## config.mk

```make
export PLATFORM = sky130hd
export DESIGN_NAME = http_chunked_body_decoder
export DESIGN_NICKNAME = d
export VERILOG_FILES = /design/src/design/hcbd_pkg.sv /design/src/design/http_chunked_body_decoder.sv /design/src/design/hcbd_step.sv
export SDC_FILE = /design/constraint.sdc
export NUM_CORES = 1
export LEC_CHECK = 0
export BUFFER_PORTS_ARGS = -buffer_cell sky130_fd_sc_hd__buf_2
export CAP_MARGIN = 20
export CORE_ASPECT_RATIO = 0.6
export CORE_MARGIN = 8
export CORE_UTILIZATION = 40
export DETAILED_ROUTE_END_ITERATION = 10
export PLACE_DENSITY = 0.61
export SKIP_CTS_REPAIR_TIMING = 1
export SYNTH_ARGS = -nofsm -noshare
export SYNTH_HDL_FRONTEND = slang
export SYNTH_HIERARCHICAL = 1
export SYNTH_SLANG_ARGS = --single-unit
```

## constraint.sdc

```tcl
create_clock -name clk -period 2.83 [get_ports clk]
set_input_delay 0.1415 -clock clk [delete_from_list [all_inputs] [get_ports clk]]
set_output_delay 0.1415 -clock clk [all_outputs]
set_load 0.05 [all_outputs]
```

## src/design/hcbd_pkg.sv

```systemverilog
`timescale 1ns / 1ps

package hcbd_pkg;

    // Size line: characters parsed per line, and width of the chunk size.
    localparam int LINE_CHARS = 31;
    localparam int SIZE_BITS  = 32;
    localparam int LINE_CNT_W = $clog2(LINE_CHARS + 1);
    localparam int RADIX      = 16;
    localparam int DIGIT_BITS = $clog2(RADIX);

    localparam logic [7:0] CH_LF = 8'h0A;
    localparam logic [7:0] CH_CR = 8'h0D;
    localparam logic [7:0] CH_HT = 8'h09;
    localparam logic [7:0] CH_VT = 8'h0B;
    localparam logic [7:0] CH_FF = 8'h0C;
    localparam logic [7:0] CH_SP = 8'h20;

    typedef enum logic [1:0] {
        PH_BLANK  = 2'd0,  // skipping leading blanks
        PH_DIGITS = 2'd1,  // reading hex digits
        PH_STOP   = 2'd2   // rest of the line ignored
    } hcbd_phase_t;

    typedef struct packed {
        logic                  in_size_line;
        logic [SIZE_BITS-1:0]  left_in_chunk;
        logic [SIZE_BITS-1:0]  size_value;
        hcbd_phase_t           digit_phase;
        logic [LINE_CNT_W-1:0] line_count;
        logic                  saw_last;
    } hcbd_state_t;

    function automatic logic is_hex(input logic [7:0] c);
        logic r;
        r = ((c >= "0") && (c <= "9")) || ((c >= "a") && (c <= "f"))
            || ((c >= "A") && (c <= "F"));
        return r;
    endfunction

    function automatic logic [DIGIT_BITS-1:0] hex_digit(input logic [7:0] c);
        logic [7:0] v;
        if ((c >= "0") && (c <= "9"))
        begin
            v = c - 8'("0");
        end
        else if ((c >= "a") && (c <= "f"))
        begin
            v = c - 8'("a") + 8'd10;
        end
        else
        begin
            v = c - 8'("A") + 8'd10;
        end
        return v[DIGIT_BITS-1:0];
    endfunction

    function automatic logic is_blank(input logic [7:0] c);
        logic r;
        r = (c == CH_SP) || (c == CH_HT) || (c == CH_VT) || (c == CH_FF);
        return r;
    endfunction

endpackage

```

## src/design/http_chunked_body_decoder.sv

```systemverilog
`timescale 1ns / 1ps

// Channel   Dir  Handshake            Word
// -------   ---  -------------------  -------------------------------------
// in        in   in_valid/in_ready    in_byte: one raw byte of the reply body
// out       out  out_valid/out_ready  body_byte, body_valid, finished
// cfg       in   cfg_valid/cfg_ready  cfg_data: chunked_mode
//
// One word in, one word out, one word per cycle sustained while out_ready is high. The decoder state
// and the output register both load at the edge that accepts a word, so the
// result is offered from the next cycle on. Its critical path is the 32-bit
// chunk counter decrement or the saturating size accumulate. in_ready drops
// only while the output register is full and out_ready is low. cfg is always
// ready. rst_n clears the mode, the decoder state and the output valid.
module http_chunked_body_decoder (
    input  logic       clk,
    input  logic       rst_n,
    input  logic       in_valid,
    output logic       in_ready,
    input  logic [7:0] in_byte,
    output logic       out_valid,
    input  logic       out_ready,
    output logic [7:0] body_byte,
    output logic       body_valid,
    output logic       finished,
    input  logic       cfg_valid,
    output logic       cfg_ready,
    input  logic       cfg_data
);
    import hcbd_pkg::*;

    logic        chunked_mode_reg;
    hcbd_state_t state_reg;
    hcbd_state_t state_next;
    hcbd_state_t step_state;
    logic        step_valid;
    logic        accept;
    logic        word_valid;

    logic        out_valid_reg;
    logic        out_valid_next;
    logic [7:0]  body_byte_reg;
    logic        body_valid_reg;
    logic        finished_reg;

    assign cfg_ready = 1'b1;
    assign in_ready  = !out_valid_reg || out_ready;
    assign accept    = in_valid && in_ready;

    // Chunked framing logic for the incoming word.
    hcbd_step u_step (
        .state_in   (state_reg),
        .data_byte  (in_byte),
        .state_out  (step_state),
        .byte_valid (step_valid)
    );

    // Pass-through mode leaves the framing state alone.
    always_comb
    begin
        if (chunked_mode_reg)
        begin
            state_next = step_state;
            word_valid = step_valid;
        end
        else
        begin
            state_next = state_reg;
            word_valid = 1'b1;
        end
    end

    always_comb
    begin
        out_valid_next = out_valid_reg;
        if (accept)
        begin
            out_valid_next = 1'b1;
        end
        else if (out_ready)
        begin
            out_valid_next = 1'b0;
        end
    end

    always_ff @(posedge clk or negedge rst_n)
    begin
        if (!rst_n)
        begin
            chunked_mode_reg <= 1'b0;
            state_reg        <= '0;
            out_valid_reg    <= 1'b0;
        end
        else
        begin
            if (cfg_valid && cfg_ready)
            begin
                chunked_mode_reg <= cfg_data;
            end
            if (accept)
            begin
                state_reg <= state_next;
            end
            out_valid_reg <= out_valid_next;
        end
    end

    // Result payload: no reset needed, qualified by out_valid_reg.
    always_ff @(posedge clk)
    begin
        if (accept)
        begin
            body_byte_reg  <= word_valid ? in_byte : 8'h00;
            body_valid_reg <= word_valid;
            finished_reg   <= state_next.saw_last;
        end
    end

    assign out_valid  = out_valid_reg;
    assign body_byte  = body_byte_reg;
    assign body_valid = body_valid_reg;
    assign finished   = finished_reg;

    // A dropped body byte must read as zero.
    assert property (@(posedge clk) disable iff (!rst_n)
        (out_valid_reg && !body_valid_reg) |-> (body_byte_reg == 8'h00))
        else $error("non-body word carries a nonzero byte");

    // Once the last chunk is seen it stays seen.
    assert property (@(posedge clk) disable iff (!rst_n)
        state_reg.saw_last |=> state_reg.saw_last)
        else $error("saw_last cleared without reset");

    // The chunk counter moves only on an accepted word.
    assert property (@(posedge clk) disable iff (!rst_n)
        !accept |=> $stable(state_reg.left_in_chunk))
        else $error("left_in_chunk changed without a word");

    // The line counter never runs past the parsed prefix.
    assert property (@(posedge clk) disable iff (!rst_n)
        state_reg.line_count <= LINE_CNT_W'(LINE_CHARS))
        else $error("line_count past line limit");

    // Every accepted word produces a result the next cycle.
    assert property (@(posedge clk) disable iff (!rst_n)
        accept |=> out_valid_reg)
        else $error("accepted word lost");

endmodule

```

## src/design/hcbd_step.sv

```systemverilog
`timescale 1ns / 1ps

// Next decoder state for one byte in chunked mode.
module hcbd_step (
    input  hcbd_pkg::hcbd_state_t state_in,
    input  logic [7:0]            data_byte,
    output hcbd_pkg::hcbd_state_t state_out,
    output logic                  byte_valid
);
    import hcbd_pkg::*;

    logic                 digit_ok;
    logic [DIGIT_BITS-1:0] digit;
    logic [SIZE_BITS-1:0] accum;
    logic                 is_crlf;

    assign digit_ok = is_hex(data_byte);
    assign digit    = hex_digit(data_byte);
    assign is_crlf  = (data_byte == CH_CR) || (data_byte == CH_LF);

    // Saturating size * 16 + digit: any bit in the top nibble overflows.
    always_comb
    begin
        if (state_in.size_value[SIZE_BITS-1 -: DIGIT_BITS] != '0)
        begin
            accum = '1;
        end
        else
        begin
            accum = {state_in.size_value[SIZE_BITS-DIGIT_BITS-1:0], digit};
        end
    end

    always_comb
    begin
        state_out  = state_in;
        byte_valid = 1'b0;
        if (state_in.saw_last)
        begin
            state_out = state_in;
        end
        else if (state_in.in_size_line || ((state_in.left_in_chunk == '0) && !is_crlf))
        begin
            state_out.in_size_line = 1'b1;
            if (data_byte == CH_LF)
            begin
                state_out.left_in_chunk = state_in.size_value;
                state_out.in_size_line  = 1'b0;
                state_out.size_value    = '0;
                state_out.digit_phase   = PH_BLANK;
                state_out.line_count    = '0;
                if (state_in.size_value == '0)
                begin
                    state_out.saw_last = 1'b1;
                end
            end
            else if ((data_byte != CH_CR) && (state_in.line_count < LINE_CNT_W'(LINE_CHARS)))
            begin
                state_out.line_count = state_in.line_count + LINE_CNT_W'(1);
                case (state_in.digit_phase)
                    PH_BLANK:
                    begin
                        if (!is_blank(data_byte))
                        begin
                            if (digit_ok)
                            begin
                                state_out.digit_phase = PH_DIGITS;
                                state_out.size_value  = SIZE_BITS'(digit);
                            end
                            else
                            begin
                                state_out.digit_phase = PH_STOP;
                            end
                        end
                    end
                    PH_DIGITS:
                    begin
                        if (digit_ok)
                        begin
                            state_out.size_value = accum;
                        end
                        else
                        begin
                            state_out.digit_phase = PH_STOP;
                        end
                    end
                    default:
                    begin
                        state_out.digit_phase = state_in.digit_phase;
                    end
                endcase
            end
        end
        else if (state_in.left_in_chunk != '0)
        begin
            byte_valid              = 1'b1;
            state_out.left_in_chunk = state_in.left_in_chunk - SIZE_BITS'(1);
        end
    end

endmodule

```

==> results by group <==
STA
  – Final setup skew: around 11 ps
  – Tmin final: 2770 ps
  – Worst Tran Pin Value: around 630 ps
  – RSZ-0062 raised after global routing: yes
  – Max-slew headroom: between 50% and 60%
  – Final setup violation count: 0
  – Fin. max-slew vios: 0
  – Final Hold Vio Count: 0
  – Fmax: roughly 360 MHz
  – Post-route setup slack: 59.9 ps
  – Tcrit/Tclk final: between 90% and 100%
  – Setup TNS: 0 ps

Global routing
  – Initial antenna violation count: 0
  – Largest net degree at the start of global routing: 76
  – Global route overflow: 0
  – Vias in the first global route: 5,194
  – First-pass GRT wire length: ~31,000 µm
  – GRT Total Usage: around a fifth

Die
  – Die area: between 15,000 and 20,000 µm²
  – Core ar.: roughly 15,000 µm²
  – Starting Density: about two fifths
  – Chip Width: between 150 and 200 µm
  – Die height: roughly 110 µm
  – IO Count: 27
  – Num rows: 35

Synthesis
  – Post-Syn Nets: around 630
  – Synth area leader: dfrtp_1
  – Post-Synth Adder-Cell Area: ~1.4%
  – Asr flop ratio synth: 88.2%
  – Main flop type after synthesis: dfrtp_1
  – Warnings from Yosys: 6
  – Mapped cell area: approximately 6100 µm²
  – Largest family of logic cells by synthesized area: compound AO/OA/AOI/OAI gates
  – Syn avg cell area: approximately 10 µm²
  – Register bit total from synthesis: between 80 and 90
  – Synth Area in Compound Gates: just over 20%
  – EDFF count, synth: 10
  – Post-synth top area share: 30.7%
  – Simple-Gate Fraction of Synth Area: approximately 18%
  – Post-Synthesis Cells: 605
  – Largest cells by area after synthesis: dfrtp_1 31%, mux2_4 17%, edfxtp_1 4.9%
  – Sequential area share after synthesis: a little over a third
  – Synth Area in XOR/XNOR: less than 1%
  – Netlist cell types: 69
  – Multiplexer share of the synthesized area: 18.1%

Hold path
  – Worst Min Path Start: cfg_data
  – Worst Hold End: chunked_mode_reg
  – Worst Hold Class: primary input to flip-flop
  – Hold path cells: 2

Power
  – P_leak: 3.19 nW
  – Pwr Density: about 830 nW/µm²
  – Total power: approximately 6.1 mW
  – Peak supply drop: around 0.00044 V

Clocking
  – Clk sink count: 85
  – Clock-pin slew on the worst setup and hold paths: 70 ps
  – TritonCTS clock tree: done
  – Total CTS buffers: 9
  – Clock latency on the worst-skew pair: 350 ps
  – CTS Root Cell: clkbuf_16
  – CTS Buffer Depth: 2
  – H-tree Lvls: 3

Critical path
  – R2R Path End: state_reg[62]
  – Critical-path top delay cell: or4_4
  – R2R depth: 9
  – Reg-to-Reg Start: state_reg[42]
  – CP Launch Type: flip-flop
  – WP data arrival: about 3000 ps
  – Setup crit end kind: flip-flop
  – WS Path Type: flip-flop to flip-flop
  – Reg2reg setup slack: ~60 ps
  – CP Data Required Time: around 3100 ps
  – Largest stage delay, worst path: roughly 550 ps
  – CP Max Fanout: 8
  – Crit-path cells: or4_4 > buf_4 > nor3b_2 > buf_4 > nand4_1 > nor3b_2 > a32o_1 > a21o_1 > mux2_4

Placed design
  – HPWL after DPL: about 14,000 µm
  – PortBufs: 25
  – Final GP Congestion: slightly above 0.9
  – Placed insts: around 870
  – Pre-CTS setup slack: -66.6 ps

Final layout
  – Ant. Diodes: 0
  – Non-Filler Instances: around 900
  – Most common cell after layout, fill and taps aside: dfrtp_1
  – Final #Nets: about 710
  – Layout cell share with drive strength beyond 1: between 30 and 40%
  – Most frequent cells in the layout: 75 x dfrtp_1, 74 x buf_4, 70 x mux2_4
  – Area Overhead vs Synth: 20.2%
  – Fin util: between 40% and 50%
  – Max reg flops: 73

Routing
  – DR vias: 5,533
  – DRT Pass-1 Iters: 5
  – WL/cell: 22.2 µm
  – Via density per instance: 6.18
  – # DRC: 0
  – 1st-iter DRT viols: around 800
  – Final WL: 19,900 µm
  – ANT nets after route: 0

Outcome
  – Status: finished clean

Run
  – Number of max-cap violations: 0
## critical path, delay by kind of cell, from the launching register on
family,cells,cell delay [ps]
and+or+nand+nor,4,1240
AOI/OAI and AO/OA,2,450
DFF,1,390
buffers and inverters,2,330
muxes,1,250
## logic make-up (layout without fill, tap and decap cells)
kind of cell             Yosys count  in the layout
flip-flops                        85             85
AND/OR/NAND/NOR                  208            208
multiplexers                      75             75
adder cells (fa/ha/maj)            7              7
other                              1              1
XOR/XNOR                           4              4
buffers and inverters             49            136
AO/OA/AOI/OAI                    176            176
## cells in the mapped netlist (all sizes together), types with 6 or more instances
cell type,instances
nor3b,7
a211oi,10
and2,12
buf,14
nor2,51
clkbuf,23
dfrtp,75
ha,7
nand2b,6
nand4,6
edfxtp,10
nor3,32
o2bb2ai,29
or3,8
nor4,17
mux2,75
and3,7
o21ai,46
inv,12
nand2,25
a21o,6
nand3,17
a21oi,26
## metal layers
metal | wire [µm] | global-route usage [%]
met3 | 2260 | 5.91
met1 | 10100 | 32.9
met4 | 163 | 3.54
met5 | 0 | 0
met2 | 7390 | 24.5
## power by group
part,switching (mW),leakage [nW],internal (mW)
clock network,0.553,0.160,0.769
logic,1.51,1.97,1.40
registers,0.349,1.06,1.53
## per-stage QoR
stage | cell area (µm²) | hold WS, ps
final | 7350 | 16.4
after global routing | 7350 | 18.1
after CTS | 7180 | -6.70
after detailed placement | 6860 | 364
after global placement | 6860 | 358
after floorplan | 6150 | -154
## final cells by class
class,instances,area (µm²)
Tap cell,203,254
Multi-Input combinational cell,471,3720
Timing Repair Buffer,108,837
Fill cell,1431,7800
Inverter,12,45.0
Clock buffer,12,268
Sequential cell,85,2180
Clock inverter,4,52.6
## worst max-delay path by stage
stage | from | endpoint | depth (start not counted)
detailed placement | state_reg[42] | state_reg[66] | 9
CTS | state_reg[42] | state_reg[66] | 9
global route | state_reg[42] | state_reg[62] | 9
floorplan | state_reg[42] | state_reg[38] | 10
finish | state_reg[42] | state_reg[62] | 9
global placement | state_reg[42] | state_reg[53] | 8
Power figures use the tool's default switching activity.
